### src/dsd_pkg.sv
// ----------------------------------------------------------------------------
// dsd_pkg: shared types and constants of the data segment decompressor
// Command codes, result kinds, controller/datapath command and status
// bundles, and the fixed pattern tables of the short pattern commands.
// ----------------------------------------------------------------------------
`default_nettype none

package dsd_pkg;

  localparam int CFG_IDX_W = 1;
  localparam int CFG_DATA_W = 16;

  localparam logic [CFG_IDX_W-1:0] REG_ABOVE_A5 = 1'b0;
  localparam logic [CFG_IDX_W-1:0] REG_BELOW_A5 = 1'b1;

  localparam logic [7:0] LIT_BIAS  = 8'h7F;
  localparam logic [7:0] ZRUN_BIAS = 8'h3F;
  localparam logic [7:0] VRUN_BIAS = 8'h1E;
  localparam logic [7:0] FRUN_BIAS = 8'h0F;
  localparam logic [7:0] UNK_MIN   = 8'h05;
  localparam logic [7:0] BYTE_A9   = 8'hA9;
  localparam logic [7:0] BYTE_F0   = 8'hF0;
  localparam logic [7:0] BYTE_FF   = 8'hFF;

  localparam logic [2:0] PAT_CODE_1 = 3'd1;
  localparam logic [2:0] PAT_CODE_2 = 3'd2;
  localparam logic [2:0] PAT_CODE_3 = 3'd3;
  localparam logic [2:0] PAT_CODE_4 = 3'd4;

  typedef enum logic [2:0] {
    KIND_DATA      = 3'd0,
    KIND_ROUND_END = 3'd1,
    KIND_UNKNOWN   = 3'd2,
    KIND_ALL_DONE  = 3'd3,
    KIND_BAD_CFG   = 3'd4
  } kind_t;

  typedef enum logic [6:0] {
    PH_XREF   = 7'b0000001,
    PH_OFFSET = 7'b0000010,
    PH_CMD    = 7'b0000100,
    PH_LIT    = 7'b0001000,
    PH_RUNVAL = 7'b0010000,
    PH_PAT    = 7'b0100000,
    PH_DONE   = 7'b1000000
  } phase_t;

  typedef enum logic [1:0] {
    SEQ_IDLE = 2'b01,
    SEQ_EMIT = 2'b10
  } seq_t;

  typedef enum logic [2:0] {
    CLS_END,
    CLS_PAT,
    CLS_UNK,
    CLS_FRUN,
    CLS_VRUN,
    CLS_ZRUN,
    CLS_LIT
  } cls_t;

  typedef enum logic [1:0] {HDR_HOLD, HDR_INC, HDR_CLR, HDR_SET1} hdr_op_t;
  typedef enum logic [1:0] {OFF_HOLD, OFF_SHIFT, OFF_CLR, OFF_LOAD} off_op_t;
  typedef enum logic [2:0] {REM_HOLD, REM_LOAD_LIT, REM_LOAD_RUN, REM_DEC, REM_CLR} rem_op_t;
  typedef enum logic [1:0] {PAT_HOLD, PAT_LOAD, PAT_INC} pat_op_t;

  typedef enum logic [3:0] {
    JOB_NONE,
    JOB_ZERO,
    JOB_FF,
    JOB_LIT,
    JOB_RUNV,
    JOB_PATPRE,
    JOB_PATD,
    JOB_END_OK,
    JOB_END_UNK,
    JOB_BAD
  } job_t;

  typedef struct packed {
    logic    load;
    hdr_op_t hdr_op;
    off_op_t off_op;
    logic    wp_clr;
    logic    round_inc;
    rem_op_t rem_op;
    pat_op_t pat_op;
    logic    start;
    job_t    job;
    logic    emit;
  } cmd_t;

  typedef struct packed {
    logic cfg_bad;
    logic first;
    logic hdr_full;
    cls_t cls;
    logic lit_last;
    logic pat_valid;
    logic pat_done;
    logic last_round;
    logic slot_free;
    logic emit_last;
  } sts_t;

  function automatic logic [7:0] pat_prefix(input logic [2:0] code, input logic [2:0] idx);
    logic [7:0] b;
    b = 8'h00;
    case (code)
      PAT_CODE_1: b = (idx == 3'd4 || idx == 3'd5) ? BYTE_FF : 8'h00;
      PAT_CODE_2: b = (idx == 3'd4) ? BYTE_FF : 8'h00;
      PAT_CODE_3, PAT_CODE_4: begin
        if (idx == 3'd0) b = BYTE_A9;
        else if (idx == 3'd1) b = BYTE_F0;
        else b = 8'h00;
      end
      default: b = 8'h00;
    endcase
    return b;
  endfunction

  function automatic logic [2:0] pat_prefix_len(input logic [2:0] code);
    logic [2:0] n;
    case (code)
      PAT_CODE_1: n = 3'd6;
      PAT_CODE_2: n = 3'd5;
      PAT_CODE_3: n = 3'd4;
      PAT_CODE_4: n = 3'd3;
      default:    n = 3'd0;
    endcase
    return n;
  endfunction

  function automatic logic [2:0] pat_data_len(input logic [2:0] code);
    logic [2:0] n;
    case (code)
      PAT_CODE_1: n = 3'd2;
      PAT_CODE_2: n = 3'd3;
      PAT_CODE_3: n = 3'd3;
      PAT_CODE_4: n = 3'd4;
      default:    n = 3'd0;
    endcase
    return n;
  endfunction

  function automatic logic [2:0] pat_zero_after(input logic [2:0] code);
    logic [2:0] n;
    case (code)
      PAT_CODE_3: n = 3'd2;
      PAT_CODE_4: n = 3'd3;
      default:    n = 3'd0;
    endcase
    return n;
  endfunction

endpackage

`default_nettype wire

### src/dsd_item_if.sv
// ----------------------------------------------------------------------------
// dsd_item_if: compressed byte channel
// Valid/ready channel carrying one compressed byte and its restart mark.
// ----------------------------------------------------------------------------
`default_nettype none

interface dsd_item_if;
  logic       valid;
  logic       ready;
  logic [7:0] in_byte;
  logic       first_byte;

  modport source (output valid, output in_byte, output first_byte, input ready);
  modport sink (input valid, input in_byte, input first_byte, output ready);
endinterface

`default_nettype wire

### src/dsd_result_if.sv
// ----------------------------------------------------------------------------
// dsd_result_if: decoded result channel
// Valid/ready channel carrying one decoded byte or one status event.
// ----------------------------------------------------------------------------
`default_nettype none

interface dsd_result_if;
  logic        valid;
  logic        ready;
  logic [7:0]  out_byte;
  logic [16:0] out_address;
  logic [2:0]  kind;
  logic        out_of_range;
  logic        last;

  modport source (output valid, output out_byte, output out_address, output kind,
                  output out_of_range, output last, input ready);
  modport sink (input valid, input out_byte, input out_address, input kind,
                input out_of_range, input last, output ready);
endinterface

`default_nettype wire

### src/dsd_cfg_if.sv
// ----------------------------------------------------------------------------
// dsd_cfg_if: configuration write channel
// Valid/ready channel carrying a register index and its write data.
// ----------------------------------------------------------------------------
`default_nettype none

interface dsd_cfg_if;
  logic                             valid;
  logic                             ready;
  logic [dsd_pkg::CFG_IDX_W-1:0]    index;
  logic [dsd_pkg::CFG_DATA_W-1:0]   data;

  modport source (output valid, output index, output data, input ready);
  modport sink (input valid, input index, input data, output ready);
endinterface

`default_nettype wire

### src/dsd_ctrl.sv
// ----------------------------------------------------------------------------
// dsd_ctrl: decode controller
// Tracks the decode phase and sequences accept and result cycles; drives
// the datapath by command bundle.
// ----------------------------------------------------------------------------
`default_nettype none

module dsd_ctrl (
  input  wire logic          clk,
  input  wire logic          rst,
  input  wire logic          item_valid,
  output      logic          item_ready,
  input  wire dsd_pkg::sts_t sts,
  output      dsd_pkg::cmd_t cmd
);

  dsd_pkg::phase_t phase, phase_next, ph_eff;
  dsd_pkg::seq_t   seq, seq_next;

  always_comb begin
    cmd        = '0;
    phase_next = phase;
    seq_next   = seq;
    ph_eff     = sts.first ? dsd_pkg::PH_XREF : phase;
    item_ready = (seq == dsd_pkg::SEQ_IDLE);
    case (seq)
      dsd_pkg::SEQ_IDLE: begin
        if (item_valid) begin
          if (sts.cfg_bad) begin
            cmd.start = 1'b1;
            cmd.job   = dsd_pkg::JOB_BAD;
          end else begin
            cmd.load   = 1'b1;
            phase_next = ph_eff;
            case (ph_eff)
              dsd_pkg::PH_XREF: begin
                if (sts.hdr_full) begin
                  phase_next = dsd_pkg::PH_OFFSET;
                  cmd.hdr_op = dsd_pkg::HDR_CLR;
                  cmd.off_op = dsd_pkg::OFF_CLR;
                end else begin
                  cmd.hdr_op = dsd_pkg::HDR_INC;
                end
              end
              dsd_pkg::PH_OFFSET: begin
                cmd.off_op = dsd_pkg::OFF_SHIFT;
                if (sts.hdr_full) begin
                  phase_next = dsd_pkg::PH_CMD;
                  cmd.hdr_op = dsd_pkg::HDR_CLR;
                  cmd.wp_clr = 1'b1;
                end else begin
                  cmd.hdr_op = dsd_pkg::HDR_INC;
                end
              end
              dsd_pkg::PH_CMD: begin
                case (sts.cls)
                  dsd_pkg::CLS_LIT: begin
                    cmd.rem_op = dsd_pkg::REM_LOAD_LIT;
                    phase_next = dsd_pkg::PH_LIT;
                  end
                  dsd_pkg::CLS_ZRUN: begin
                    cmd.start = 1'b1;
                    cmd.job   = dsd_pkg::JOB_ZERO;
                  end
                  dsd_pkg::CLS_VRUN: begin
                    cmd.rem_op = dsd_pkg::REM_LOAD_RUN;
                    phase_next = dsd_pkg::PH_RUNVAL;
                  end
                  dsd_pkg::CLS_FRUN: begin
                    cmd.start = 1'b1;
                    cmd.job   = dsd_pkg::JOB_FF;
                  end
                  dsd_pkg::CLS_UNK: begin
                    // the code byte doubles as the first offset byte of the next round
                    cmd.start     = 1'b1;
                    cmd.job       = dsd_pkg::JOB_END_UNK;
                    cmd.round_inc = 1'b1;
                    if (sts.last_round) begin
                      phase_next = dsd_pkg::PH_DONE;
                    end else begin
                      phase_next = dsd_pkg::PH_OFFSET;
                      cmd.hdr_op = dsd_pkg::HDR_SET1;
                      cmd.off_op = dsd_pkg::OFF_LOAD;
                    end
                  end
                  dsd_pkg::CLS_PAT: begin
                    cmd.start  = 1'b1;
                    cmd.job    = dsd_pkg::JOB_PATPRE;
                    cmd.pat_op = dsd_pkg::PAT_LOAD;
                    phase_next = dsd_pkg::PH_PAT;
                  end
                  default: begin
                    cmd.start     = 1'b1;
                    cmd.job       = dsd_pkg::JOB_END_OK;
                    cmd.round_inc = 1'b1;
                    if (sts.last_round) begin
                      phase_next = dsd_pkg::PH_DONE;
                    end else begin
                      phase_next = dsd_pkg::PH_OFFSET;
                      cmd.hdr_op = dsd_pkg::HDR_CLR;
                      cmd.off_op = dsd_pkg::OFF_CLR;
                    end
                  end
                endcase
              end
              dsd_pkg::PH_LIT: begin
                cmd.start  = 1'b1;
                cmd.job    = dsd_pkg::JOB_LIT;
                cmd.rem_op = dsd_pkg::REM_DEC;
                if (sts.lit_last) phase_next = dsd_pkg::PH_CMD;
              end
              dsd_pkg::PH_RUNVAL: begin
                cmd.start  = 1'b1;
                cmd.job    = dsd_pkg::JOB_RUNV;
                cmd.rem_op = dsd_pkg::REM_CLR;
                phase_next = dsd_pkg::PH_CMD;
              end
              dsd_pkg::PH_PAT: begin
                if (!sts.pat_valid) begin
                  phase_next = dsd_pkg::PH_CMD;
                end else begin
                  cmd.start  = 1'b1;
                  cmd.job    = dsd_pkg::JOB_PATD;
                  cmd.pat_op = dsd_pkg::PAT_INC;
                  if (sts.pat_done) phase_next = dsd_pkg::PH_CMD;
                end
              end
              default: ;
            endcase
          end
        end
      end
      dsd_pkg::SEQ_EMIT: begin
        cmd.emit = sts.slot_free;
        if (sts.slot_free && sts.emit_last) seq_next = dsd_pkg::SEQ_IDLE;
      end
      default: seq_next = dsd_pkg::SEQ_IDLE;
    endcase
    if (cmd.start) seq_next = dsd_pkg::SEQ_EMIT;
  end

  always_ff @(posedge clk) begin
    if (rst) begin
      phase <= dsd_pkg::PH_XREF;
      seq   <= dsd_pkg::SEQ_IDLE;
    end else begin
      phase <= phase_next;
      seq   <= seq_next;
    end
  end

endmodule

`default_nettype wire

### src/dsd_datapath.sv
// ----------------------------------------------------------------------------
// dsd_datapath: decode registers, result generator and result register
// Holds sizes, offset, position and counters; builds one result per emit
// command and keeps it in the output register until transferred.
// ----------------------------------------------------------------------------
`default_nettype none

module dsd_datapath #(
  parameter int ROUNDS = 3
) (
  input  wire logic                             clk,
  input  wire logic                             rst,
  input  wire dsd_pkg::cmd_t                    cmd,
  output      dsd_pkg::sts_t                    sts,
  input  wire logic [7:0]                       in_byte,
  input  wire logic                             first_byte,
  input  wire logic                             cfg_valid,
  input  wire logic [dsd_pkg::CFG_IDX_W-1:0]    cfg_index,
  input  wire logic [dsd_pkg::CFG_DATA_W-1:0]   cfg_data,
  output      logic                             out_valid,
  input  wire logic                             out_ready,
  output      logic [7:0]                       out_byte,
  output      logic [16:0]                      out_address,
  output      logic [2:0]                       out_kind,
  output      logic                             out_of_range,
  output      logic                             out_last
);

  logic [15:0] above, below;
  logic [1:0]  hc, hc_eff, hc_next;
  logic [1:0]  round, round_eff, round_next;
  logic [31:0] off, off_eff, off_next;
  logic [32:0] wp;
  logic [7:0]  rem, rem_eff, rem_next;
  logic [2:0]  pcode, pcode_next, step, step_eff, step_next, step_inc;

  dsd_pkg::job_t job_q;
  logic [6:0]    cnt_q, cnt_start;
  logic [5:0]    idx_q;
  logic [7:0]    val_q;

  logic [7:0]    zrun_cnt, frun_cnt;
  logic [2:0]    round_inc3;
  logic          pat_zero;

  logic          res_data;
  logic [7:0]    res_byte;
  dsd_pkg::kind_t res_kind;
  logic [34:0]   addr;
  logic [16:0]   total;
  logic          res_oor;

  // effective state: a restart byte sees cleared decode state
  always_comb begin
    hc_eff     = first_byte ? 2'd0 : hc;
    round_eff  = first_byte ? 2'd0 : round;
    off_eff    = first_byte ? 32'd0 : off;
    rem_eff    = first_byte ? 8'd0 : rem;
    step_eff   = first_byte ? 3'd0 : step;
    step_inc   = step_eff + 3'd1;
    round_inc3 = {1'b0, round_eff} + 3'd1;
    pat_zero   = (step_inc == dsd_pkg::pat_zero_after(pcode));
    zrun_cnt   = in_byte - dsd_pkg::ZRUN_BIAS;
    frun_cnt   = in_byte - dsd_pkg::FRUN_BIAS;
  end

  always_comb begin
    sts.cfg_bad    = (above == 16'd0) || (below == 16'd0);
    sts.first      = first_byte;
    sts.hdr_full   = (hc_eff == 2'd3);
    if (in_byte[7]) sts.cls = dsd_pkg::CLS_LIT;
    else if (in_byte[6]) sts.cls = dsd_pkg::CLS_ZRUN;
    else if (in_byte[5]) sts.cls = dsd_pkg::CLS_VRUN;
    else if (in_byte[4]) sts.cls = dsd_pkg::CLS_FRUN;
    else if (in_byte >= dsd_pkg::UNK_MIN) sts.cls = dsd_pkg::CLS_UNK;
    else if (in_byte != 8'd0) sts.cls = dsd_pkg::CLS_PAT;
    else sts.cls = dsd_pkg::CLS_END;
    sts.lit_last   = (rem_eff <= 8'd1);
    sts.pat_valid  = (pcode >= dsd_pkg::PAT_CODE_1) && (pcode <= dsd_pkg::PAT_CODE_4);
    sts.pat_done   = (step_inc >= dsd_pkg::pat_data_len(pcode));
    sts.last_round = (round_inc3[1:0] == 2'd0) ? (3'd4 >= 3'(ROUNDS))
                                               : (round_inc3 >= 3'(ROUNDS));
    sts.slot_free  = !out_valid || out_ready;
    sts.emit_last  = (({1'b0, idx_q} + 7'd1) == cnt_q);
  end

  // next values of the decode registers
  always_comb begin
    case (cmd.hdr_op)
      dsd_pkg::HDR_INC:  hc_next = hc_eff + 2'd1;
      dsd_pkg::HDR_CLR:  hc_next = 2'd0;
      dsd_pkg::HDR_SET1: hc_next = 2'd1;
      default:           hc_next = hc_eff;
    endcase
    case (cmd.off_op)
      dsd_pkg::OFF_SHIFT: off_next = {off_eff[23:0], in_byte};
      dsd_pkg::OFF_CLR:   off_next = 32'd0;
      dsd_pkg::OFF_LOAD:  off_next = {24'd0, in_byte};
      default:            off_next = off_eff;
    endcase
    case (cmd.rem_op)
      dsd_pkg::REM_LOAD_LIT: rem_next = in_byte - dsd_pkg::LIT_BIAS;
      dsd_pkg::REM_LOAD_RUN: rem_next = in_byte - dsd_pkg::VRUN_BIAS;
      dsd_pkg::REM_DEC:      rem_next = (rem_eff != 8'd0) ? rem_eff - 8'd1 : 8'd0;
      dsd_pkg::REM_CLR:      rem_next = 8'd0;
      default:               rem_next = rem_eff;
    endcase
    case (cmd.pat_op)
      dsd_pkg::PAT_LOAD: begin
        pcode_next = in_byte[2:0];
        step_next  = 3'd0;
      end
      dsd_pkg::PAT_INC: begin
        pcode_next = pcode;
        step_next  = step_inc;
      end
      default: begin
        pcode_next = first_byte ? 3'd0 : pcode;
        step_next  = step_eff;
      end
    endcase
    round_next = cmd.round_inc ? round_inc3[1:0] : round_eff;
  end

  // result count of a job, known when it starts
  always_comb begin
    case (cmd.job)
      dsd_pkg::JOB_ZERO:    cnt_start = zrun_cnt[6:0];
      dsd_pkg::JOB_FF:      cnt_start = frun_cnt[6:0];
      dsd_pkg::JOB_RUNV:    cnt_start = rem_eff[6:0];
      dsd_pkg::JOB_PATPRE:  cnt_start = {4'd0, dsd_pkg::pat_prefix_len(in_byte[2:0])};
      dsd_pkg::JOB_PATD:    cnt_start = pat_zero ? 7'd2 : 7'd1;
      dsd_pkg::JOB_END_OK,
      dsd_pkg::JOB_END_UNK: cnt_start = sts.last_round ? 7'd2 : 7'd1;
      default:              cnt_start = 7'd1;
    endcase
  end

  // one result from the running job
  always_comb begin
    res_data = 1'b1;
    res_byte = 8'd0;
    res_kind = dsd_pkg::KIND_DATA;
    case (job_q)
      dsd_pkg::JOB_ZERO:   res_byte = 8'd0;
      dsd_pkg::JOB_FF:     res_byte = dsd_pkg::BYTE_FF;
      dsd_pkg::JOB_LIT,
      dsd_pkg::JOB_RUNV:   res_byte = val_q;
      dsd_pkg::JOB_PATPRE: res_byte = dsd_pkg::pat_prefix(val_q[2:0], idx_q[2:0]);
      dsd_pkg::JOB_PATD:   res_byte = (idx_q == 6'd0) ? val_q : 8'd0;
      dsd_pkg::JOB_END_OK: begin
        res_data = 1'b0;
        res_kind = (idx_q == 6'd0) ? dsd_pkg::KIND_ROUND_END : dsd_pkg::KIND_ALL_DONE;
      end
      dsd_pkg::JOB_END_UNK: begin
        res_data = 1'b0;
        res_kind = (idx_q == 6'd0) ? dsd_pkg::KIND_UNKNOWN : dsd_pkg::KIND_ALL_DONE;
      end
      default: begin
        res_data = 1'b0;
        res_kind = dsd_pkg::KIND_BAD_CFG;
      end
    endcase
    addr    = {19'd0, below} + {{3{off[31]}}, off} + {2'd0, wp};
    total   = {1'b0, above} + {1'b0, below};
    res_oor = addr[34] || (addr[33:0] >= {17'd0, total});
  end

  always_ff @(posedge clk) begin
    if (rst) begin
      above     <= 16'd0;
      below     <= 16'd0;
      hc        <= 2'd0;
      round     <= 2'd0;
      off       <= 32'd0;
      wp        <= 33'd0;
      rem       <= 8'd0;
      pcode     <= 3'd0;
      step      <= 3'd0;
      job_q     <= dsd_pkg::JOB_NONE;
      cnt_q     <= 7'd0;
      idx_q     <= 6'd0;
      out_valid <= 1'b0;
    end else begin
      if (cfg_valid) begin
        case (cfg_index)
          dsd_pkg::REG_ABOVE_A5: above <= cfg_data;
          dsd_pkg::REG_BELOW_A5: below <= cfg_data;
          default: ;
        endcase
      end
      if (cmd.load) begin
        hc    <= hc_next;
        round <= round_next;
        off   <= off_next;
        rem   <= rem_next;
        pcode <= pcode_next;
        step  <= step_next;
      end
      if (cmd.load && (first_byte || cmd.wp_clr)) begin
        wp <= 33'd0;
      end else if (cmd.emit && res_data) begin
        wp <= wp + 33'd1;
      end
      if (cmd.start) begin
        job_q <= cmd.job;
        cnt_q <= cnt_start;
        idx_q <= 6'd0;
      end else if (cmd.emit) begin
        idx_q <= idx_q + 6'd1;
      end
      if (cmd.emit) out_valid <= 1'b1;
      else if (out_ready) out_valid <= 1'b0;
    end
  end

  always_ff @(posedge clk) begin
    if (cmd.start) val_q <= in_byte;
    if (cmd.emit) begin
      out_byte     <= res_byte;
      out_address  <= (res_data && !res_oor) ? addr[16:0] : 17'd0;
      out_kind     <= res_kind;
      out_of_range <= res_data && res_oor;
      out_last     <= sts.emit_last;
    end
  end

endmodule

`default_nettype wire

### src/data_segment_decompressor.sv
// ----------------------------------------------------------------------------
// data_segment_decompressor: data resource decompressor, byte in, bytes out
// Controller plus datapath; one compressed byte per transfer, one decoded
// byte or status event per result transfer.
// ----------------------------------------------------------------------------
// Feed the compressed resource one byte per item transfer; set first_byte on
// its first byte to restart decoding. The block skips the 4-byte
// cross-reference word, then decodes ROUNDS rounds, each a big-endian signed
// 32-bit offset followed by command bytes. Every decoded byte comes out with
// its buffer address below_a5_size + offset + position (out_address is 0 and
// out_of_range is 1 when that lies outside the buffer of
// above_a5_size + below_a5_size bytes), and round ends, unknown codes, the
// end of all rounds and a zero size register come out as status results
// (kind 1 to 4). The last result caused by a byte carries last. A byte is
// taken, then its results (at most 64, for a 64-byte zero run) leave one by
// one through the single result register, each waiting until it is free,
// and no new byte is taken meanwhile; bytes with no result are taken every
// cycle. A new byte is accepted while the last result of the previous one
// still waits to be transferred. Write the size registers only while idle.
// ----------------------------------------------------------------------------
`default_nettype none

module data_segment_decompressor #(
  parameter int ROUNDS = 3
) (
  input wire logic   clk,
  input wire logic   rst,
  dsd_item_if.sink   item,
  dsd_result_if.source result,
  dsd_cfg_if.sink    cfg
);

  dsd_pkg::cmd_t cmd;
  dsd_pkg::sts_t sts;

  // size registers take a write in any cycle
  assign cfg.ready = 1'b1;

  dsd_ctrl u_ctrl (
    .clk        (clk),
    .rst        (rst),
    .item_valid (item.valid),
    .item_ready (item.ready),
    .sts        (sts),
    .cmd        (cmd)
  );

  dsd_datapath #(
    .ROUNDS (ROUNDS)
  ) u_datapath (
    .clk          (clk),
    .rst          (rst),
    .cmd          (cmd),
    .sts          (sts),
    .in_byte      (item.in_byte),
    .first_byte   (item.first_byte),
    .cfg_valid    (cfg.valid),
    .cfg_index    (cfg.index),
    .cfg_data     (cfg.data),
    .out_valid    (result.valid),
    .out_ready    (result.ready),
    .out_byte     (result.out_byte),
    .out_address  (result.out_address),
    .out_kind     (result.kind),
    .out_of_range (result.out_of_range),
    .out_last     (result.last)
  );

endmodule

`default_nettype wire
### src/flat_wrapper.sv
// flat-port wrapper written by rule: the top's interface ports become plain ports
module data_segment_decompressor_flat 
#(
  parameter int ROUNDS = 3
)
  (clk, rst, item_valid, item_in_byte, item_first_byte, item_ready, result_valid, result_out_byte, result_out_address, result_kind, result_out_of_range, result_last, result_ready, cfg_valid, cfg_index, cfg_data, cfg_ready);
  dsd_item_if item_i ();
  dsd_result_if result_i ();
  dsd_cfg_if cfg_i ();
  input wire logic clk;
  input wire logic rst;
  input wire logic [$bits(item_i.valid)-1:0] item_valid;
  input wire logic [$bits(item_i.in_byte)-1:0] item_in_byte;
  input wire logic [$bits(item_i.first_byte)-1:0] item_first_byte;
  output wire logic [$bits(item_i.ready)-1:0] item_ready;
  output wire logic [$bits(result_i.valid)-1:0] result_valid;
  output wire logic [$bits(result_i.out_byte)-1:0] result_out_byte;
  output wire logic [$bits(result_i.out_address)-1:0] result_out_address;
  output wire logic [$bits(result_i.kind)-1:0] result_kind;
  output wire logic [$bits(result_i.out_of_range)-1:0] result_out_of_range;
  output wire logic [$bits(result_i.last)-1:0] result_last;
  input wire logic [$bits(result_i.ready)-1:0] result_ready;
  input wire logic [$bits(cfg_i.valid)-1:0] cfg_valid;
  input wire logic [$bits(cfg_i.index)-1:0] cfg_index;
  input wire logic [$bits(cfg_i.data)-1:0] cfg_data;
  output wire logic [$bits(cfg_i.ready)-1:0] cfg_ready;
  assign item_i.valid = item_valid;
  assign item_i.in_byte = item_in_byte;
  assign item_i.first_byte = item_first_byte;
  assign item_ready = item_i.ready;
  assign result_valid = result_i.valid;
  assign result_out_byte = result_i.out_byte;
  assign result_out_address = result_i.out_address;
  assign result_kind = result_i.kind;
  assign result_out_of_range = result_i.out_of_range;
  assign result_last = result_i.last;
  assign result_i.ready = result_ready;
  assign cfg_i.valid = cfg_valid;
  assign cfg_i.index = cfg_index;
  assign cfg_i.data = cfg_data;
  assign cfg_ready = cfg_i.ready;
  data_segment_decompressor #(.ROUNDS(ROUNDS)) u_core (.clk(clk), .rst(rst), .item(item_i), .result(result_i), .cfg(cfg_i));
endmodule
### config.mk
export PLATFORM = sky130hd
export DESIGN_NAME = data_segment_decompressor_flat
export DESIGN_NICKNAME = d
export VERILOG_FILES = /design/src/dsd_pkg.sv /design/src/dsd_item_if.sv /design/src/dsd_result_if.sv /design/src/dsd_cfg_if.sv /design/src/dsd_ctrl.sv /design/src/dsd_datapath.sv /design/src/data_segment_decompressor.sv /design/src/flat_wrapper.sv
export SDC_FILE = /design/constraint.sdc
export NUM_CORES = 1
export LEC_CHECK = 0
export BUFFER_PORTS_ARGS = -buffer_cell sky130_fd_sc_hd__buf_2
export CAP_MARGIN = 10
export CORE_MARGIN = 1
export CORE_UTILIZATION = 45
export CTS_CLUSTER_DIAMETER = 30
export DETAILED_ROUTE_END_ITERATION = 10
export GPL_TIMING_DRIVEN = 1
export REMOVE_ABC_BUFFERS = 1
export SLEW_MARGIN = 25
export SYNTH_ARGS = -nofsm -noshare
export SYNTH_HDL_FRONTEND = slang
export SYNTH_SLANG_ARGS = --single-unit
### constraint.sdc
create_clock -name clk -period 10.95 [get_ports clk]
set_clock_uncertainty 0.05 [all_clocks]
set_input_delay 0 -clock clk [delete_from_list [all_inputs] [get_ports clk]]
set_output_delay 0 -clock clk [all_outputs]
set_load 0.005 [all_outputs]
==> results of run 1 <==
==> layout make-up <==
cell class	count	area, sq um	area share
repair buffers	94	618	0.0447
flip-flops and latches	180	3980	0.288
inverters	47	176	0.0128
clock buffers	17	425	0.0308
multi-input cells	1208	8050	0.582
clock inverters	15	154	0.0111
well taps	341	427	0.0308
==> final timing paths <==
kind                              startpoint                                to  slack (ns)  cells after the start
setup reg to reg  u_core.u_datapath.below[1]  u_core.u_datapath.out_address[0]        5.42                     19
setup / recovery  u_core.u_datapath.below[1]  u_core.u_datapath.out_address[0]        5.42                     19
hold / removal                           rst       u_core.u_datapath.above[11]        0.06                      2
hold reg to reg      u_core.u_datapath.hc[0]           u_core.u_datapath.hc[0]        0.40                      2
==> metal layers <==
metal | part of all wire | wire [microns] | vias to the layer above
li1 | - | - | 5528
met1 | 0.49 | 16200 | 5198
met2 | 0.44 | 14700 | 307
met3 | 0.048 | 1580 | 43
met4 | 0.023 | 770 | 0
met5 | 0 | 0 | -
==> critical path: cells and delay by family, from the launching register on <==
family	cells	cell delay, ns
AO/OA/AOI/OAI	8	1.86
AND/OR/NAND/NOR	6	1.42
adder cells (fa/ha/maj)	4	1.40
flip-flops	1	0.46
XOR/XNOR	1	0.16
==> cells in the final DEF, fill, tap and decap left out, types with 9 or more instances in the layout <==
| cell type | synthesis | final |
|---|---|---|
| fa_1 | 18 | 18 |
| and3_1 | 12 | 12 |
| a31oi_1 | 16 | 16 |
| mux2i_1 | 9 | 9 |
| o211ai_1 | 11 | 11 |
| dfxtp_1 | 142 | 142 |
| a21o_1 | 26 | 26 |
| inv_1 | 47 | 47 |
| edfxtp_1 | 38 | 38 |
| nand2b_1 | 20 | 20 |
| o21bai_1 | 11 | 10 |
| o21ai_0 | 67 | 67 |
| nor3_1 | 39 | 39 |
| buf_2 | 5 | 61 |
| nor4_1 | 15 | 15 |
| a21oi_1 | 123 | 123 |
| ha_1 | 106 | 106 |
| and4_1 | 13 | 13 |
| nor2b_1 | 20 | 19 |
| xor2_1 | 43 | 43 |
| nor2_1 | 158 | 157 |
| nand3_1 | 46 | 46 |
| and2_1 | 9 | 9 |
| xnor2_1 | 44 | 44 |
| dlygate4sd3_1 | 0 | 26 |
| nand4_1 | 24 | 24 |
| a22oi_1 | 38 | 38 |
| a211oi_1 | 15 | 14 |
| clkbuf_16 | 0 | 17 |
| nand2_1 | 197 | 197 |
==> power breakdown <==
group | switching [mW] | internal [mW]
clock network | 0.286 | 0.339
registers | 0.0187 | 0.692
logic | 0.143 | 0.0778
==> metrics by stage <==
step | setup slack (ns) | instance area (sq um) | hold WS (ns)
finish | 5.42 | 13800 | 0.0580
global route | 4.73 | 13800 | 0.0827
CTS | 5.46 | 13800 | 0.0537
detailed placement | 5.47 | 13000 | 0.207
global placement | 5.59 | 13000 | 0.201
floorplan | 6.27 | 12200 | 0.0162
==> sequential cells by signal, indices dropped and copies added, names as in the netlist, 2 cells and up <==
signal,flops
u_core.u_datapath.cnt_q,7
u_core.u_datapath.idx_q,6
u_core.u_datapath.step,3
u_core.u_datapath.pcode,3
u_core.u_datapath.out_address,17
u_core.u_datapath.out_byte,8
u_core.u_datapath.above,16
u_core.u_datapath.out_kind,3
u_core.u_datapath.off,32
u_core.u_datapath.val_q,8
u_core.u_datapath.wp,33
u_core.u_datapath.rem,8
u_core.u_datapath.round,2
u_core.u_datapath.hc,2
u_core.u_ctrl.phase,7
u_core.u_ctrl.seq,2
u_core.u_datapath.below,16
u_core.u_datapath.job_q,4
==> what timing repair did <==
item                      in CTS  in global routing
resized for setup              0                  0
hold buffers                  26                  0
setup buffers                  0                  0
hold endpoints to repair      51                  0
==> logic make-up after synthesis <==
| group | after synthesis | share of synthesized area |
|---|---|---|
| mux | 10 | 0.00815 |
| xor+xnor | 88 | 0.0625 |
| buf+inv | 109 | 0.0350 |
| flops | 180 | 0.320 |
| other cells | 1 | 0.000301 |
| compound gates | 395 | 0.211 |
| fa+ha+maj | 124 | 0.136 |
| simple gates | 590 | 0.227 |
==> reports/results.tsv, run 1 <==
metric	value	unit
gpl congestion	0.912	
pwr/cell area	113	mW/mm^2
met3 Use GR	0.0331	
Async SR Flop Fraction	0	
unrepaired setup endpoints after global routing	no	
synthesized flop and latch total	180	
placed cells	1844	
Post-synth top cells	197 x nand2_1, 158 x nor2_1, 142 x dfxtp_1	
largest net degree at the start of global routing	71	
Total GRT Usage	0.240	
Core Area	0.0270	sq mm
first drt pass iteration count	5	
final worst-path cycle share	0.505	
CP Data Required Time	11.16	ns
WS Path Type	reg2reg	
I/O Buffers	62	
Max-Cap Viols	0	
CTS Sinks	180	
TritonCTS clock tree	done	
Fmax	181	MHz
layout cells sized above 1	0.0890	
Die W	168	microns
Top FF cell, synth	dfxtp_1	
Leakage	5.53	nW
Max VDD drop	94.7	uV
Fillers	2584	
io pins	64	
routed wire length	33.3	mm
share of the yosys chip area belonging to registers	0.320	
Slew @ Worst Pin	0.976	ns
Final Max Slew Viols	0	
Final Util	0.512	
Area contributors post-synth	dfxtp_1 23%, ha_1 11%, edfxtp_1 9.2%	
setup TNS	0	ns
DIE HEIGHT	168	microns
ANT cells	0	
Synth area leader	dfxtp_1	
CTS root buf	clkbuf_16	
crit-path cells	fa_1 -> ha_1 -> fa_1 -> a211o_1 -> a21oi_1 -> nor2_1 -> nor2_1 -> o21bai_1 -> a21oi_1 -> xnor2_1 -> ha_1 -> a21o_1 -> a21oi_1 -> nor2_1 -> a2111oi_0 -> o2111ai_1 -> nor4_1 -> nand4_1 -> nor4_1	
clock slew at reported path FFs	0.08	ns
clock latency at the later pin of the worst-skew pair	0.44	ns
Syn Std Cell Area	0.0124	sq mm
Slowest cell on crit path	a2111oi_0	
Wirelength per Cell	17.5	microns
largest stage delay on the critical path	0.52	ns
status	complete, no violations	
warnings from Yosys	0	
Pwr Total	1.56	mW
Syn Inst Count	1497	
Vias per Instance	5.82	
grt peak-use layer	met2	
Initial Util	0.460	
post-route ant nets	0	
first-pass GRT wire length	54.6	mm
GRT met2 Usage	0.382	
count of cell types in the netlist	88	
Worst Path Max Fanout	11	
vias in the first global route	10478	
Yosys top cell area share	0.228	
CTS Buffer Depth	2	
most frequent cell after synthesis	nand2_1	
initial antenna violation count	0	
remaining global-route overflow	0	
Num CTS Buffers	17	
Final Non-Filler Cells	1902	
Post-DP HPWL	24.8	mm
total die area	0.0283	sq mm
row count	60	
Hold Path Class	in2reg	
final hold vios	0	
# H-tree levels	4	
endpoint type of the worst setup path	register	
post-synthesis area per instance	8.31	sq um
Final #Nets	1703	
Critical Path AT	5.74	ns
Worst setup SP type	register	
# DRC	0	
synthesis-to-finish area growth	11.2	%
Slew headroom	0.347	
Starting DRT DRC Count	804	
M1 GR Usage	0.335	
vias post-DR	11076	
Min Clock Period, post-route	5.53	ns
Setup violations, final	0	
Post-synth EDFFs	38	
(Power assumes the default switching activity.)
==> run 2, diff against run 1 <==
- ABC_AREA: default -> 1
- clock period: 10.95 -> 4.52 ns (I/O delays scaled with it)
==> run 2 against run 1 <==
  * The flow now finishes with violations (hold timing)
  * Synthesized area grew 10%
  * Cell count is 29% higher
  * Critical path type unchanged
  * Worst setup slack lost 5.1 ns
  * Sequential share of layout area down 2.7 points
  * Via count up 19%
  * Die area is 9.9% higher
  * Combinational power grew to 4.4 times the previous value
  * Wire length rose by 23%
  * Critical path depth is 4 higher
  * Synthesized cell count grew 32%
  * Sequential cell count unchanged
==> reports/results.tsv, run 2 <==
metric	value	unit
internal power	2.86	mW
cell mode on critical path	nand2_1	
Synth Area in Compound Gates	0.141	
clock slew at reported path FFs	0.07	ns
Min Clock Period, post-route	4.17	ns
largest family of logic cells by synthesized area	simple AND/OR/NAND/NOR gates	
r2r startpoint	u_core.u_datapath.below[13]	
Seq. cell area	0.00399	sq mm
Syn Inst Count	1983	
number of flip-flops under the largest register name	33	
CTS Buffer Depth	2	
Slew @ Worst Pin	0.696	ns
io pins	64	
count of cell types in the netlist	58	
pre-CTS setup slack	0.0937	ns
Critical Path AT	4.30	ns
most frequent cells in the layout	450 x nand2_1, 263 x inv_1, 240 x nor2_1, 138 x dfxtp_1, 117 x a21oi_1	
row count	63	
share of the yosys chip area belonging to registers	0.291	
Max-Cap Viols	0	
post-synthesis area per instance	6.90	sq um
final worst slack	0.349	ns
TritonCTS clock tree	done	
remaining global-route overflow	0	
Initial Util	0.459	
Seq pwr share	0.417	
multi-input combinational cell area	0.00846	sq mm
post-route ant nets	0	
Slowest cell on crit path	dfxtp_1	
endpoint type of the worst setup path	register	
Synth area leader	dfxtp_1	
I/O Buffers	62	
post-synthesis mux area share	0	
vias post-DR	13227	
vias in the first global route	12927	
CP Data Required Time	4.65	ns
most frequent cell after synthesis	nand2_1	
Post-synth EDFFs	38	
Total GRT Usage	0.271	
layout cells sized above 1	0.105	
# DRC	0	
Hold Path Class	in2reg	
routed wire length	40.9	mm
violated checks	hold timing	
synthesized flop and latch total	180	
Yosys top cell area share	0.208	
R2R Setup Slk	0.35	ns
Async SR Flop Fraction	0	
critical path depth in cells	23	
Fillers	3041	
Net Sw Frac	0.333	
Worst setup SP type	register	
final worst-path cycle share	0.923	
gpl congestion	0.927	
unrepaired setup endpoints after global routing	no	
clock latency at the later pin of the worst-skew pair	0.44	ns
synthesis-to-finish area growth	11.8	%
top cell family by delay on the critical path	simple AND/OR/NAND/NOR gates	
top flop regs	u_core.u_datapath.wp x33, u_core.u_datapath.off x32, u_core.u_datapath.out_address x17	
ANT cells	0	
combinational share of power	0.225	
net switching power	1.42	mW
Final #Nets	2215	
Worst Path Max Fanout	17	
total die area	0.0311	sq mm
CTS Sinks	180	
Syn Std Cell Area	0.0137	sq mm
worst-case reg-to-reg path depth	23	
hold slack	-0.00663	ns
Vias per Instance	5.37	
# H-tree levels	4	
Max VDD drop	237	uV
share of synthesized cell area in and, or, nand and nor gates	0.309	
XOR/XNOR Fraction of Synth Area	0.0410	
largest stage delay on the critical path	0.45	ns
Slew headroom	0.536	
Num CTS Buffers	17	
Fmax	240	MHz
Setup crit end	u_core.u_datapath.out_address[4]	
crit-path cells	fa_1 -> ha_1 -> nand2_1 -> inv_2 -> nand2_1 -> nor3_1 -> nand2_1 -> nand2_1 -> xnor2_1 -> inv_1 -> ha_1 -> nand2_1 -> inv_1 -> nand3_1 -> nor2_1 -> nand4_1 -> nor2_1 -> nand3b_1 -> nand2_1 -> nor2_1 -> nand4_4 -> buf_12 -> nor2_1	
CTS root buf	clkbuf_16	
largest net degree at the start of global routing	63	
DIE HEIGHT	176	microns
commonest non-fill, non-tap cell in the layout	nand2_1	
Buf/Inv on CP	4	
final hold vios	5	
Area contributors post-synth	dfxtp_1 21%, nand2_1 12%, ha_1 9.7%	
Core Area	0.0298	sq mm
Leakage	6.91	nW
Clock power frac	0.358	
Crit. Startpoint	u_core.u_datapath.below[13]	
pwr/cell area	280	mW/mm^2
Top FF cell, synth	dfxtp_1	
initial antenna violation count	0	
Die W	176	microns
WS Path Type	reg2reg	
Final Max Slew Viols	0	
first drt pass iteration count	5	
warnings from Yosys	0	
post-synthesis adder-cell area fraction	0.123	
setup TNS	0	ns
reg2reg end	u_core.u_datapath.out_address[4]	
first-pass GRT wire length	66.2	mm
status	complete, but fails checks	
Setup violations, final	0	
Starting DRT DRC Count	968	
Top reg by flops	u_core.u_datapath.wp	
Wirelength per Cell	16.6	microns
Post-DP HPWL	32.4	mm
Post-synth top cells	451 x nand2_1, 264 x inv_1, 243 x nor2_1	
## run 2: cell types whose count changed after synthesis, sizes merged, moves of 24 or more
cell   delta
nand2   +268
xnor2    -27
a22oi    -37
inv     +234
nand3    +54
a21o     -24
o21ai    +55
nor2    +111
## run 2: worst register-to-register path: cells and delay by family (launching register included)
| family | cells | cell delay [ns] |
|---|---|---|
| DFF | 1 | 0.45 |
| adders and majority gates | 3 | 1.16 |
| xor gates and xnor gates | 1 | 0.16 |
| and+or+nand+nor | 15 | 1.70 |
| buffers and inverters | 4 | 0.40 |
## run 2: cell families (layout without fill, tap and decap cells)
| family | count (synthesis) | in the layout |
|---|---|---|
| flops | 180 | 180 |
| xor+xnor | 64 | 64 |
| simple gates | 954 | 954 |
| compound gates | 329 | 329 |
| buf+inv | 331 | 421 |
| other cells | 1 | 1 |
| fa+ha+maj | 124 | 124 |
## run 2: what timing repair did
action                                  CTS  global route
endpoints found under the setup margin    0            18
setup buffers                             0             3
hold buffers                             25             0
endpoints found under the hold margin    54             0
resized for setup                         0            12
## run 2: power groups by stage
stage / clock network, mW / logic [mW] / registers, mW
after global routing: 1.62 / 1.09 / 1.79
after CTS: 1.55 / 0.948 / 1.78
after global placement: 0 / 0.914 / 1.82
final: 1.53 / 0.963 / 1.78
after floorplan: 0 / 0.651 / 1.79
after detailed placement: 0 / 0.925 / 1.82
## run 2: layout make-up
cell class                      count  area share
Multi-Input combinational cell   1472       0.553
Sequential cell                   180       0.261
Inverter                          285      0.0699
Timing Repair Buffer              104      0.0458
Tap cell                          390      0.0319
Clock buffer                       18      0.0294
Clock inverter                     14     0.00932
## run 2: routing by layer
metal  GRT usage  vias up  routed length [microns]
met2       0.471      308                    19700
met5           0        -                        0
met4       0.103        0                     1210
met1       0.344     6165                    18500
li1            -     6688                        -
met3      0.0286       66                     1450
## run 2: worst min-delay path by stage
stage | from | to | slack [ns] | depth (start not counted)
after global routing | cfg_index | u_core.u_datapath.above[7] | 0.03 | 4
after detailed placement | cfg_data[10] | u_core.u_datapath.above[10] | 0.20 | 3
after global placement | cfg_data[11] | u_core.u_datapath.above[11] | 0.19 | 3
final | cfg_index | u_core.u_datapath.above[10] | -0.007 | 4
after floorplan | rst | u_core.u_datapath.off[12] | 0.02 | 1
after CTS | rst | u_core.u_ctrl.phase[1] | 0.05 | 2
## run 2: stage by stage
stage                     utilization  std cells  power [mW]  area, sq um
final                           0.514       2463        4.28        15300
after global routing            0.514       2463        4.50        15300
after CTS                       0.511       2460        4.29        15200
after detailed placement        0.483       2403        2.74        14400
after global placement          0.483       2403        2.73        14400
after floorplan                     -       1937        2.44        13500
==> run 3, diff against run 2 <==
- PLACE_DENSITY_LB_ADDON: default -> 0.1
- TNS_END_PERCENT: default -> 50
==> run 3 against run 2 <==
  * The run still ends with hold timing left
  * Wire length down 1.2%
  * Design area down 0.22%
  * Power about the same
  * Largest cell class unchanged
==> reports/results.tsv, run 3 (synthesized netlist as in run 2, its figures left out) <==
metric	value	unit
io pins	64	
largest net degree at the start of global routing	55	
Fillers	3026	
first drt pass iteration count	5	
pwr/cell area	280	mW/mm^2
row count	63	
hold slack	-0.0202	ns
pre-CTS setup slack	0.141	ns
Top reg by flops	u_core.u_datapath.wp	
status	complete, but fails checks	
first-pass GRT wire length	65.2	mm
Worst setup SP type	register	
Min Clock Period, post-route	4.16	ns
unrepaired setup endpoints after global routing	no	
cell mode on critical path	nand2_1	
Leakage	6.90	nW
# H-tree levels	4	
Die W	176	microns
clock latency at the later pin of the worst-skew pair	0.45	ns
Critical Path AT	4.40	ns
crit-path cells	fa_1 -> ha_1 -> fa_2 -> nand3_1 -> nand3_1 -> nand2_1 -> nand2_2 -> a31o_2 -> xor2_1 -> ha_1 -> nand2_1 -> nor2_1 -> a211oi_1 -> nand2_1 -> nand2_1 -> a21oi_1 -> nor2_1 -> nand4_1 -> nor3_4 -> nand4_4 -> buf_12 -> nor2_1	
remaining global-route overflow	0	
endpoint type of the worst setup path	register	
I/O Buffers	62	
Crit. Startpoint	u_core.u_datapath.wp[1]	
setup TNS	0	ns
Vias per Instance	5.34	
Slew @ Worst Pin	0.661	ns
clock slew at reported path FFs	0.07	ns
DIE HEIGHT	176	microns
r2r startpoint	u_core.u_datapath.wp[1]	
gpl congestion	0.934	
Setup violations, final	0	
Max VDD drop	249	uV
TritonCTS clock tree	done	
number of flip-flops under the largest register name	33	
CTS Buffer Depth	2	
vias post-DR	13152	
WS Path Type	reg2reg	
Wirelength per Cell	16.4	microns
Total GRT Usage	0.267	
CTS Sinks	180	
Starting DRT DRC Count	959	
vias in the first global route	12675	
total die area	0.0311	sq mm
final worst slack	0.364	ns
Slowest cell on crit path	fa_1	
CP Data Required Time	4.76	ns
Max-Cap Viols	0	
commonest non-fill, non-tap cell in the layout	nand2_1	
post-route ant nets	0	
final worst-path cycle share	0.920	
Core Area	0.0298	sq mm
layout cells sized above 1	0.0989	
Final Max Slew Viols	0	
largest stage delay on the critical path	0.44	ns
most frequent cells in the layout	450 x nand2_1, 263 x inv_1, 241 x nor2_1, 142 x dfxtp_1, 117 x a21oi_1	
top flop regs	u_core.u_datapath.wp x33, u_core.u_datapath.off x32, u_core.u_datapath.out_address x17	
ANT cells	0	
initial antenna violation count	0	
CTS root buf	clkbuf_16	
Slew headroom	0.555	
Initial Util	0.459	
final hold vios	12	
Hold Path Class	in2reg	
Post-DP HPWL	32.1	mm
violated checks	hold timing	
min-delay src	cfg_index	
synthesis-to-finish area growth	11.6	%
Final #Nets	2215	
Worst Path Max Fanout	17	
routed wire length	40.4	mm
Fmax	241	MHz
# DRC	0	
Num CTS Buffers	17	
run 3: cell count changes in the layout (fill, tap and decap cells not counted), sizes merged:
cell and change:
clkinv +1, clkbuf +1, inv -3, dlygate4sd3 +1
buf -1, bufinv +1
run 3: final timing paths:
kind,end,slack (ns),cells past startpoint
hold reg to reg,u_core.u_ctrl.phase[2],0.42,2
setup / recovery,u_core.u_datapath.out_address[4],0.36,22
setup reg to reg,u_core.u_datapath.out_address[4],0.36,22
hold / removal,u_core.u_datapath.above[14],-0.02,4
run 3: per-layer routing:
layer  up-vias  wire, microns  track usage
met3        67           1400       0.0269
met2       286          19700        0.470
met4         0           1030       0.0923
met5         -              0            0
met1      6106          18300        0.337
li1       6693              -            -
run 3: final cells by class:
cell class | instances | area (sq um) | area share
inverters | 285 | 1070 | 0.0701
multi-input cells | 1472 | 8430 | 0.552
clock buffers | 19 | 454 | 0.0297
well taps | 390 | 488 | 0.0320
clock inverters | 13 | 145 | 0.00951
repair buffers | 104 | 703 | 0.0461
flip-flops and latches | 180 | 3980 | 0.261
run 3: stage by stage:
| step | hold slack, ns | power, mW | instances | utilization | area (sq um) |
|---|---|---|---|---|---|
| floorplan | 0.0162 | 2.44 | 1937 | - | 13500 |
| global placement | 0.188 | 2.73 | 2404 | 0.483 | 14400 |
| detailed placement | 0.195 | 2.74 | 2404 | 0.483 | 14400 |
| CTS | 0.0588 | 4.31 | 2462 | 0.512 | 15200 |
| global route | 0.0325 | 4.50 | 2463 | 0.512 | 15300 |
| finish | -0.0202 | 4.28 | 2463 | 0.512 | 15300 |
run 3: worst max-delay path: cells and delay by family, from the launching register on:
family	cells	cell delay [ns]
fa+ha+maj	4	1.43
xor+xnor	1	0.21
simple gates	13	1.31
buf+inv	1	0.18
flops	1	0.39
compound gates	3	0.44
run 3: what timing repair did:
item                                    in CTS  in global routing
setup buffers                                0                  1
endpoints found under the hold margin       62                  0
resized for setup                            0                  1
hold buffers                                26                  0
endpoints found under the setup margin       0                 17
run 3: where the power goes:
part           leakage [nW]  switching (mW)  total [mW]  internal [mW]
clock network         0.285           0.694        1.55          0.854
registers              1.46          0.0744        1.78           1.71
logic                  5.15           0.617       0.951          0.334
total                  6.90            1.38        4.28           2.90
